$ cat config.mk
export PLATFORM = sky130hd
export DESIGN_NAME = pcg32_bounded_random_flat
export DESIGN_NICKNAME = d
export VERILOG_FILES = /design/src/hw/rtl/pcg32br_pkg.sv /design/src/hw/rtl/pcg32br_channels.sv /design/src/hw/rtl/pcg32br_mul.sv /design/src/hw/rtl/pcg32br_div.sv /design/src/hw/rtl/pcg32_bounded_random.sv /design/src/flat_wrapper.sv
export SDC_FILE = /design/constraint.sdc
export NUM_CORES = 2
export LEC_CHECK = 0
export CAP_MARGIN = 20
export CORE_AREA = 3 3 358 360
export CTS_CLUSTER_DIAMETER = 60
export CTS_CLUSTER_SIZE = 10
export DETAILED_ROUTE_END_ITERATION = 7
export DIE_AREA = 0 0 361 363
export DONT_BUFFER_PORTS = 1
export PLACE_DENSITY_LB_ADDON = 0.3
export SLEW_MARGIN = 20
export SYNTH_ARGS = -nofsm -noshare
export SYNTH_HDL_FRONTEND = slang
export SYNTH_SLANG_ARGS = --single-unit
$ cat constraint.sdc
create_clock -name clock -period 43.2 [get_ports clock]
set_input_delay 10.8 -clock clock [delete_from_list [all_inputs] [get_ports clock]]
set_output_delay 10.8 -clock clock [all_outputs]
set_load 0.005 [all_outputs]
$ cat src/hw/rtl/pcg32br_pkg.sv
// Shared types, codes and the XSH-RR output permutation for the PCG32 block.
// No dependencies.
`default_nettype none

package pcg32br_pkg;

   typedef logic [63:0] word64_type;
   typedef logic [31:0] word32_type;

   localparam int CSR_INDEX_W = 2;

   // command codes
   localparam logic [1:0] CMD_RAW    = 2'd0;
   localparam logic [1:0] CMD_RANGED = 2'd1;
   localparam logic [1:0] CMD_RESEED = 2'd2;

   // register indexes
   localparam logic [CSR_INDEX_W-1:0] REG_MULT = 2'd0;
   localparam logic [CSR_INDEX_W-1:0] REG_INC  = 2'd1;

   localparam word64_type MULT_RESET = 64'd6364136223846793005;
   localparam word64_type INC_RESET  = 64'd1442695040888963407;

   // last draw index of a ranged draw (256 draws at most)
   localparam logic [7:0] LAST_DRAW = 8'hFF;

   localparam int XSH_SHIFT = 18;
   localparam int XSH_OUT   = 27;
   localparam int ROT_POS   = 59;

   function automatic word32_type xsh_rr(input word64_type s);
      word64_type mixed;
      word32_type x;
      logic [4:0] r;
      logic [63:0] doubled;
      mixed   = ((s >> XSH_SHIFT) ^ s) >> XSH_OUT;
      x       = mixed[31:0];
      r       = s[ROT_POS+4:ROT_POS];
      doubled = {x, x} >> r;
      return doubled[31:0];
   endfunction

endpackage

`default_nettype wire

$ cat src/hw/rtl/pcg32br_channels.sv
// Handshake channels of the PCG32 block: request and response.
// Depends on pcg32br_pkg.
`default_nettype none

interface pcg32br_req_if;
   logic                    valid;
   logic                    ready;
   logic [1:0]              command;
   pcg32br_pkg::word32_type range_low;
   pcg32br_pkg::word32_type range_high;
   pcg32br_pkg::word64_type seed_value;

   modport source (output valid, command, range_low, range_high, seed_value,
                   input ready);
   modport sink (input valid, command, range_low, range_high, seed_value,
                 output ready);
endinterface

interface pcg32br_rsp_if;
   logic                    valid;
   logic                    ready;
   pcg32br_pkg::word32_type random_value;

   modport source (output valid, random_value, input ready);
   modport sink (input valid, random_value, output ready);
endinterface

`default_nettype wire

$ cat src/hw/rtl/pcg32br_mul.sv
// 64x64 multiply-add modulo 2^64 on one shared 32x32 multiplier, four steps.
// Depends on pcg32br_pkg. Operands must hold while busy.
`default_nettype none

module pcg32br_mul (
   input  logic                    clock,
   input  logic                    reset,
   input  logic                    start,
   input  pcg32br_pkg::word64_type op_a,
   input  pcg32br_pkg::word64_type op_b,
   input  pcg32br_pkg::word64_type addend,
   output logic                    done,
   output pcg32br_pkg::word64_type result
);

   logic                    busy_ff, busy_in;
   logic                    done_ff, done_in;
   logic [1:0]              phase_ff, phase_in;
   pcg32br_pkg::word64_type pp_ff, pp_in;
   pcg32br_pkg::word64_type acc_ff, acc_in;
   pcg32br_pkg::word32_type mul_x, mul_y;
   pcg32br_pkg::word64_type product;

   // only the low half of each cross product reaches bits below 64
   always_comb begin
      case (phase_ff)
         2'd0: begin
            mul_x = op_a[31:0];
            mul_y = op_b[31:0];
         end
         2'd1: begin
            mul_x = op_a[31:0];
            mul_y = op_b[63:32];
         end
         default: begin
            mul_x = op_a[63:32];
            mul_y = op_b[31:0];
         end
      endcase
      product = 64'(mul_x) * 64'(mul_y);
   end

   always_comb begin
      busy_in  = busy_ff;
      done_in  = 1'b0;
      phase_in = phase_ff;
      pp_in    = pp_ff;
      acc_in   = acc_ff;
      if (start) begin
         busy_in  = 1'b1;
         phase_in = 2'd0;
      end else if (busy_ff) begin
         phase_in = phase_ff + 2'd1;
         case (phase_ff)
            2'd0: begin
               pp_in = product;
            end
            2'd1: begin
               acc_in = addend + pp_ff;
               pp_in  = product;
            end
            2'd2: begin
               acc_in = acc_ff + {pp_ff[31:0], 32'd0};
               pp_in  = product;
            end
            default: begin
               acc_in  = acc_ff + {pp_ff[31:0], 32'd0};
               busy_in = 1'b0;
               done_in = 1'b1;
            end
         endcase
      end
   end

   always_ff @(posedge clock) begin
      if (reset) begin
         busy_ff  <= 1'b0;
         done_ff  <= 1'b0;
         phase_ff <= 2'd0;
      end else begin
         busy_ff  <= busy_in;
         done_ff  <= done_in;
         phase_ff <= phase_in;
      end
      pp_ff  <= pp_in;
      acc_ff <= acc_in;
   end

   assign done   = done_ff;
   assign result = acc_ff;

endmodule

`default_nettype wire

$ cat src/hw/rtl/pcg32br_div.sv
// 32-bit restoring divider giving the remainder, one bit per cycle.
// Depends on pcg32br_pkg. Divisor must be non-zero.
`default_nettype none

module pcg32br_div (
   input  logic                    clock,
   input  logic                    reset,
   input  logic                    start,
   input  pcg32br_pkg::word32_type dividend,
   input  pcg32br_pkg::word32_type divisor,
   output logic                    done,
   output pcg32br_pkg::word32_type remainder
);

   logic                    busy_ff, busy_in;
   logic                    done_ff, done_in;
   logic [4:0]              cnt_ff, cnt_in;
   pcg32br_pkg::word32_type rem_ff, rem_in;
   pcg32br_pkg::word32_type dvd_ff, dvd_in;
   pcg32br_pkg::word32_type dvs_ff, dvs_in;
   logic [32:0]             shifted;
   logic [32:0]             diff;

   always_comb begin
      shifted = {rem_ff, dvd_ff[31]};
      diff    = shifted - {1'b0, dvs_ff};
      busy_in = busy_ff;
      done_in = 1'b0;
      cnt_in  = cnt_ff;
      rem_in  = rem_ff;
      dvd_in  = dvd_ff;
      dvs_in  = dvs_ff;
      if (start) begin
         busy_in = 1'b1;
         cnt_in  = 5'd0;
         rem_in  = '0;
         dvd_in  = dividend;
         dvs_in  = divisor;
      end else if (busy_ff) begin
         // diff[32] set means the partial remainder is below the divisor
         rem_in = diff[32] ? shifted[31:0] : diff[31:0];
         dvd_in = {dvd_ff[30:0], 1'b0};
         cnt_in = cnt_ff + 5'd1;
         if (cnt_ff == 5'd31) begin
            busy_in = 1'b0;
            done_in = 1'b1;
         end
      end
   end

   always_ff @(posedge clock) begin
      if (reset) begin
         busy_ff <= 1'b0;
         done_ff <= 1'b0;
         cnt_ff  <= 5'd0;
      end else begin
         busy_ff <= busy_in;
         done_ff <= done_in;
         cnt_ff  <= cnt_in;
      end
      rem_ff <= rem_in;
      dvd_ff <= dvd_in;
      dvs_ff <= dvs_in;
   end

   assign done      = done_ff;
   assign remainder = rem_ff;

endmodule

`default_nettype wire

$ cat src/hw/rtl/pcg32_bounded_random.sv
// Top level of the PCG32 bounded random block: sequencer, state and registers.
// Depends on pcg32br_pkg, pcg32br_channels, pcg32br_mul and pcg32br_div.
//
//   channel    role    payload
//   req_chan   in      command, range_low, range_high, seed_value
//   rsp_chan   out     random_value
//   csr_*      in      write enable, index, 64-bit data (no read-back)
//
// Each generator step runs on the four-step multiplier; a ranged draw also uses
// two passes of the bit-serial divider (threshold, reduction).
// One transaction is worked on at a time; req ready is high only when idle.
// Synchronous reset clears the generator state to zero and restores registers.
// A finished result waits in the sequencer until the output register is free.
`default_nettype none

module pcg32_bounded_random (
   input  logic                                 clock,
   input  logic                                 reset,
   pcg32br_req_if.sink                          req_chan,
   pcg32br_rsp_if.source                        rsp_chan,
   input  logic                                 csr_write_enable,
   input  logic [pcg32br_pkg::CSR_INDEX_W-1:0]  csr_index,
   input  pcg32br_pkg::word64_type              csr_write_data
);

   localparam logic [2:0] ST_IDLE   = 3'd0;
   localparam logic [2:0] ST_SETUP  = 3'd1;
   localparam logic [2:0] ST_THRESH = 3'd2;
   localparam logic [2:0] ST_DRAW   = 3'd3;
   localparam logic [2:0] ST_ADV    = 3'd4;
   localparam logic [2:0] ST_SEED   = 3'd5;
   localparam logic [2:0] ST_MOD    = 3'd6;
   localparam logic [2:0] ST_OUT    = 3'd7;

   logic [2:0]              state_ff, state_in;
   logic [1:0]              cmd_ff, cmd_in;
   pcg32br_pkg::word32_type lo_ff, lo_in;
   pcg32br_pkg::word32_type hi_ff, hi_in;
   pcg32br_pkg::word64_type seed_ff, seed_in;
   pcg32br_pkg::word32_type span_ff, span_in;
   pcg32br_pkg::word32_type thr_ff, thr_in;
   pcg32br_pkg::word32_type draw_ff, draw_in;
   pcg32br_pkg::word32_type res_ff, res_in;
   logic [7:0]              cnt_ff, cnt_in;
   logic                    second_ff, second_in;
   pcg32br_pkg::word64_type gen_ff, gen_in;
   pcg32br_pkg::word64_type mult_ff, mult_in;
   pcg32br_pkg::word64_type inc_ff, inc_in;
   logic                    rsp_valid_ff, rsp_valid_in;
   pcg32br_pkg::word32_type rsp_value_ff, rsp_value_in;

   pcg32br_pkg::word32_type span_diff;
   pcg32br_pkg::word32_type span_c;
   logic                    mul_start, mul_done;
   pcg32br_pkg::word64_type mul_result;
   logic                    div_start, div_done;
   pcg32br_pkg::word32_type div_dividend, div_divisor, div_rem;

   pcg32br_mul u_mul (
      .clock  (clock),
      .reset  (reset),
      .start  (mul_start),
      .op_a   (gen_ff),
      .op_b   (mult_ff),
      .addend (inc_ff),
      .done   (mul_done),
      .result (mul_result)
   );

   pcg32br_div u_div (
      .clock     (clock),
      .reset     (reset),
      .start     (div_start),
      .dividend  (div_dividend),
      .divisor   (div_divisor),
      .done      (div_done),
      .remainder (div_rem)
   );

   assign span_diff = hi_ff - lo_ff;
   assign span_c    = span_diff + 32'd1;

   // threshold = (2^32 - span) mod span, and 2^32 - span is ~(hi - lo)
   assign div_dividend = (state_ff == ST_SETUP) ? ~span_diff : draw_ff;
   assign div_divisor  = (state_ff == ST_SETUP) ? span_c : span_ff;

   always_comb begin
      state_in     = state_ff;
      cmd_in       = cmd_ff;
      lo_in        = lo_ff;
      hi_in        = hi_ff;
      seed_in      = seed_ff;
      span_in      = span_ff;
      thr_in       = thr_ff;
      draw_in      = draw_ff;
      res_in       = res_ff;
      cnt_in       = cnt_ff;
      second_in    = second_ff;
      gen_in       = gen_ff;
      mult_in      = mult_ff;
      inc_in       = inc_ff;
      rsp_valid_in = rsp_valid_ff;
      rsp_value_in = rsp_value_ff;
      mul_start    = 1'b0;
      div_start    = 1'b0;

      if (csr_write_enable) begin
         case (csr_index)
            pcg32br_pkg::REG_MULT: mult_in = csr_write_data;
            pcg32br_pkg::REG_INC:  inc_in  = csr_write_data;
            default: ;
         endcase
      end

      if (rsp_valid_ff && rsp_chan.ready) begin
         rsp_valid_in = 1'b0;
      end

      case (state_ff)
         ST_IDLE: begin
            if (req_chan.valid) begin
               cmd_in    = req_chan.command;
               lo_in     = req_chan.range_low;
               hi_in     = req_chan.range_high;
               seed_in   = req_chan.seed_value;
               cnt_in    = 8'd0;
               second_in = 1'b0;
               state_in  = ST_SETUP;
            end
         end
         ST_SETUP: begin
            case (cmd_ff)
               pcg32br_pkg::CMD_RAW:    state_in = ST_DRAW;
               pcg32br_pkg::CMD_RESEED: state_in = ST_DRAW;
               pcg32br_pkg::CMD_RANGED: begin
                  span_in = span_c;
                  // single-value, inverted or full range: answer is the low bound
                  if (lo_ff >= hi_ff || span_c == 32'd0) begin
                     res_in   = lo_ff;
                     state_in = ST_OUT;
                  end else begin
                     div_start = 1'b1;
                     state_in  = ST_THRESH;
                  end
               end
               default: begin
                  res_in   = '0;
                  state_in = ST_OUT;
               end
            endcase
         end
         ST_THRESH: begin
            if (div_done) begin
               thr_in   = div_rem;
               state_in = ST_DRAW;
            end
         end
         ST_DRAW: begin
            mul_start = 1'b1;
            draw_in   = pcg32br_pkg::xsh_rr(gen_ff);
            state_in  = ST_ADV;
         end
         ST_ADV: begin
            if (mul_done) begin
               gen_in = mul_result;
               case (cmd_ff)
                  pcg32br_pkg::CMD_RANGED: begin
                     if (draw_ff >= thr_ff || cnt_ff == pcg32br_pkg::LAST_DRAW) begin
                        div_start = 1'b1;
                        state_in  = ST_MOD;
                     end else begin
                        cnt_in   = cnt_ff + 8'd1;
                        state_in = ST_DRAW;
                     end
                  end
                  pcg32br_pkg::CMD_RESEED: begin
                     if (second_ff) begin
                        res_in   = '0;
                        state_in = ST_OUT;
                     end else begin
                        state_in = ST_SEED;
                     end
                  end
                  default: begin
                     res_in   = draw_ff;
                     state_in = ST_OUT;
                  end
               endcase
            end
         end
         ST_SEED: begin
            gen_in    = gen_ff + seed_ff;
            second_in = 1'b1;
            state_in  = ST_DRAW;
         end
         ST_MOD: begin
            if (div_done) begin
               res_in   = lo_ff + div_rem;
               state_in = ST_OUT;
            end
         end
         ST_OUT: begin
            if (!rsp_valid_ff || rsp_chan.ready) begin
               rsp_valid_in = 1'b1;
               rsp_value_in = res_ff;
               state_in     = ST_IDLE;
            end
         end
         default: begin
            state_in = ST_IDLE;
         end
      endcase
   end

   always_ff @(posedge clock) begin
      if (reset) begin
         state_ff     <= ST_IDLE;
         rsp_valid_ff <= 1'b0;
         gen_ff       <= '0;
         mult_ff      <= pcg32br_pkg::MULT_RESET;
         inc_ff       <= pcg32br_pkg::INC_RESET;
         cnt_ff       <= 8'd0;
         second_ff    <= 1'b0;
      end else begin
         state_ff     <= state_in;
         rsp_valid_ff <= rsp_valid_in;
         gen_ff       <= gen_in;
         mult_ff      <= mult_in;
         inc_ff       <= inc_in;
         cnt_ff       <= cnt_in;
         second_ff    <= second_in;
      end
      cmd_ff       <= cmd_in;
      lo_ff        <= lo_in;
      hi_ff        <= hi_in;
      seed_ff      <= seed_in;
      span_ff      <= span_in;
      thr_ff       <= thr_in;
      draw_ff      <= draw_in;
      res_ff       <= res_in;
      rsp_value_ff <= rsp_value_in;
   end

   assign req_chan.ready        = (state_ff == ST_IDLE);
   assign rsp_chan.valid        = rsp_valid_ff;
   assign rsp_chan.random_value = rsp_value_ff;

endmodule

`default_nettype wire

$ cat src/flat_wrapper.sv
// flat-port wrapper written by rule: the top's interface ports become plain ports
module pcg32_bounded_random_flat 
  (clock, reset, csr_write_enable, csr_index, csr_write_data, req_chan_valid, req_chan_command, req_chan_range_low, req_chan_range_high, req_chan_seed_value, req_chan_ready, rsp_chan_valid, rsp_chan_random_value, rsp_chan_ready);
  pcg32br_req_if req_chan_i ();
  pcg32br_rsp_if rsp_chan_i ();
  input  logic clock;
  input  logic reset;
  input  logic csr_write_enable;
  input  logic [pcg32br_pkg::CSR_INDEX_W-1:0] csr_index;
  input  pcg32br_pkg::word64_type csr_write_data;
  input wire logic [$bits(req_chan_i.valid)-1:0] req_chan_valid;
  input wire logic [$bits(req_chan_i.command)-1:0] req_chan_command;
  input wire logic [$bits(req_chan_i.range_low)-1:0] req_chan_range_low;
  input wire logic [$bits(req_chan_i.range_high)-1:0] req_chan_range_high;
  input wire logic [$bits(req_chan_i.seed_value)-1:0] req_chan_seed_value;
  output wire logic [$bits(req_chan_i.ready)-1:0] req_chan_ready;
  output wire logic [$bits(rsp_chan_i.valid)-1:0] rsp_chan_valid;
  output wire logic [$bits(rsp_chan_i.random_value)-1:0] rsp_chan_random_value;
  input wire logic [$bits(rsp_chan_i.ready)-1:0] rsp_chan_ready;
  assign req_chan_i.valid = req_chan_valid;
  assign req_chan_i.command = req_chan_command;
  assign req_chan_i.range_low = req_chan_range_low;
  assign req_chan_i.range_high = req_chan_range_high;
  assign req_chan_i.seed_value = req_chan_seed_value;
  assign req_chan_ready = req_chan_i.ready;
  assign rsp_chan_valid = rsp_chan_i.valid;
  assign rsp_chan_random_value = rsp_chan_i.random_value;
  assign rsp_chan_i.ready = rsp_chan_ready;
  pcg32_bounded_random u_core (.clock(clock), .reset(reset), .req_chan(req_chan_i), .rsp_chan(rsp_chan_i), .csr_write_enable(csr_write_enable), .csr_index(csr_index), .csr_write_data(csr_write_data));
endmodule
==> reports/metrics.csv <==
metric;value;unit
status;complete, no violations;
start_util;60.8;%
power;4100;uW
avgSynthCellArea;9.20;um^2
place.gp.congestion;1.04;
internal_power;2180;uW
final.period_utilization;29.1;%
cts_max_level;3;
synth_warnings;0;
crit_family;simple AND/OR/NAND/NOR gates;
syn_area;76300;um^2
p_switching;1920;uW
drive_gt1_share;6.07;%
clkSinkCount;730;
timing.hold.ws;0.387;ns
totalWireLength;263000;um
portBuffers;0;
reg2reg_from;u_core.u_mul.phase_ff[0];
setup.worst_path.start_class;flip-flop;
fp.dieH;363;um
fin_setup_tns;0;ns
hpwlAfterDp;202000;um
mostFrequentLayoutCell;nand2_1;
clock_skew;0.0824;ns
hold_buffers;0;
max_freq;79.6;MHz
setup_viol;0;
finalHoldViolCount;0;
synth_top_area_cell;fa_1;
area_growth;6.61;%
synth_cell_type_count;99;
crit_type;flip-flop to output port;
drv_cap;0;
slowest_delay;0.55;ns
root_buffer;clkbuf_16;
critPathMaxFanout;16;
fin_crit;12.56;ns
drtIter0Drc;6608;
cp-end-kind;output port;
cts_tree;built;
grt_max_degree;214;
switching_share;46.8;%
p_seq_share;25.5;%
clkPwrFrac;19.0;%
relSlewSlack;16.9;%
pre_cts_ws;30.20;ns
setup_ws;30.64;ns
synth_async_sr_flop_share;0;%
synth_edf_count;482;
vdd_ir_drop_max;36.1;uV
leakage;0.0371;uW
wl_per_cell;26.6;um
synth-main-ff-cell;edfxtp_1;
first_pass_iters;6;
hp-start;u_core.res_ff[1];
synth.top_cell.area_share;23.7;%
final_cell_mix;nand2_1 (1,249), inv_1 (1,085), fa_1 (902), nor2_1 (830), ha_1 (557);
power_density;50.4;nW/um^2
cts-resized-gates;0;
cts_buffer_depth;3;
syn_inst;8289;
critPathBufInv;0;
rsz0062_at_grt;false;
antenna_left;0;
synthesis.nets;9950;
critPathLaunch;u_core.state_ff[2];
crit_path_top_delay_cell;nor3_1;
row_count;130;
hold_class;flip-flop to flip-flop;
grt_pass1_wl;393000;um
clk_pin_slew_worst_paths;0.06;ns
die_area;131000;um^2
synth-seq-area-share;25.5;%
nets;9801;
via_count;62200;
antenna_found_initial;8;
grt_overflow_total;0;
worstPathArrival;1.76;ns
track_usage;40.3;%
core;125000;um^2
worst_pin_slew;1.22;ns
via_per_inst;6.30;
drc_errors;0;
die_w;361;um
clock_latency;0.76;ns
grt_pass1_vias;63000;
ios;235;
synth-seq-cells;730;
cts_setup_buffers;0;
fill_cells;10300;
cp.required;32.40;ns
slew_viol_final;0;
final_core_util;64.9;%
ys_top_cells_by_area;fa_1 (24%), edfxtp_1 (19%), ha_1 (9.2%);
pwr-share-comb;55.6;%
path_cells;nor3_1;
cts_buffers;97;
[Yosys cell counts, types with 18 or more instances]
cell type and number:
nand2_1 1251, inv_1 1085, fa_1 902, nor2_1 835, ha_1 558, edfxtp_1 482
a21oi_1 416, clkbuf_1 325, o21ai_0 278, dfxtp_1 248, xnor2_1 191, a21o_1 188
mux2i_1 146, xor2_1 126, nand3_1 97, mux2_2 82, nand3b_1 73, nand2b_1 65
nor3_1 64, nand4_1 63, a211oi_1 59, and2_1 57, nor2b_1 56, and3_1 55
a311oi_1 51, a31oi_1 41, o21a_1 38, o21bai_1 36, buf_1 34, mux2_4 28
a22oi_1 26, or3_1 20, o211ai_1 19, nor4_1 18
[routing by layer]
metal  part of all wire [%]  vias to the layer above  GRT usage (%)
met1                     35                    30500           47.9
met4                    9.6                        2           30.7
met5                 0.0049                        -              0
met2                     45                     3597           63.7
met3                     10                     1070           9.64
li1                       -                    27100              -
[kinds of logic (layout without fill, tap and decap cells)]
family | after synthesis | in the layout | share of synthesized area [%]
flip-flops | 730 | 730 | 25.5
XOR/XNOR | 317 | 317 | 3.64
other | 0 | 7 | 0
AO/OA/AOI/OAI | 1330 | 1330 | 11.2
multiplexers | 275 | 275 | 4.21
AND/OR/NAND/NOR | 2720 | 2720 | 15.5
buffers and inverters | 1457 | 1387 | 7.21
adder cells (fa/ha/maj) | 1460 | 1460 | 32.8
[flip-flops by register name, indices dropped and copies added, names as in the netlist, 2 cells and up]
| signal | cells |
|---|---|
| u_core.cmd_ff | 2 |
| u_core.cnt_ff | 8 |
| u_core.draw_ff | 32 |
| u_core.gen_ff | 64 |
| u_core.hi_ff | 32 |
| u_core.inc_ff | 64 |
| u_core.lo_ff | 32 |
| u_core.mult_ff | 64 |
| u_core.res_ff | 32 |
| u_core.rsp_chan.random_value | 32 |
| u_core.seed_ff | 64 |
| u_core.span_ff | 32 |
| u_core.state_ff | 3 |
| u_core.thr_ff | 32 |
| u_core.u_div.cnt_ff | 5 |
| u_core.u_div.dvd_ff | 32 |
| u_core.u_div.dvs_ff | 32 |
| u_core.u_div.remainder | 32 |
| u_core.u_mul.phase_ff | 2 |
| u_core.u_mul.pp_ff | 64 |
| u_core.u_mul.result | 64 |
[final cells by class]
cell class                      instances  area, um^2  share of cell area [%]
Tap cell                             1650        2060                    2.54
Clock buffer                          148        2690                    3.31
Antenna cell                            7        17.5                  0.0215
Timing Repair Buffer                  122         948                    1.17
Multi-Input combinational cell       6102       51700                    63.6
Clock inverter                         30         404                   0.497
Sequential cell                       730       19400                    23.9
Inverter                             1087        4080                    5.02
[power groups by stage]
stage / Sequential, uW / Clock [uW] / Combinational [uW]
finish: 1040 / 778 / 2280
global route: 1050 / 816 / 2460
CTS: 1040 / 786 / 2230
detailed placement: 1050 / 0 / 2200
global placement: 1050 / 0 / 2160
floorplan: 994 / 0 / 1540
[worst paths after layout]
| kind | slack (ns) | endpoint | cells past startpoint |
|---|---|---|---|
| max | 30.64 | req_chan_ready | 1 |
| min | 0.39 | u_core.rsp_chan.random_value[1] | 0 |
| max reg2reg | 31.90 | u_core.u_mul.pp_ff[60] | 34 |
| min reg2reg | 0.39 | u_core.rsp_chan.random_value[1] | 0 |
[metrics by stage]
step	instance area, um^2	instances
6_report	81300	9876
5_1_grt	81300	9870
2_1_floorplan	76300	8289
3_5_place_dp	78200	9689
3_3_place_gp	78200	9689
4_1_cts	81300	9867
(Power assumes the default switching activity.)
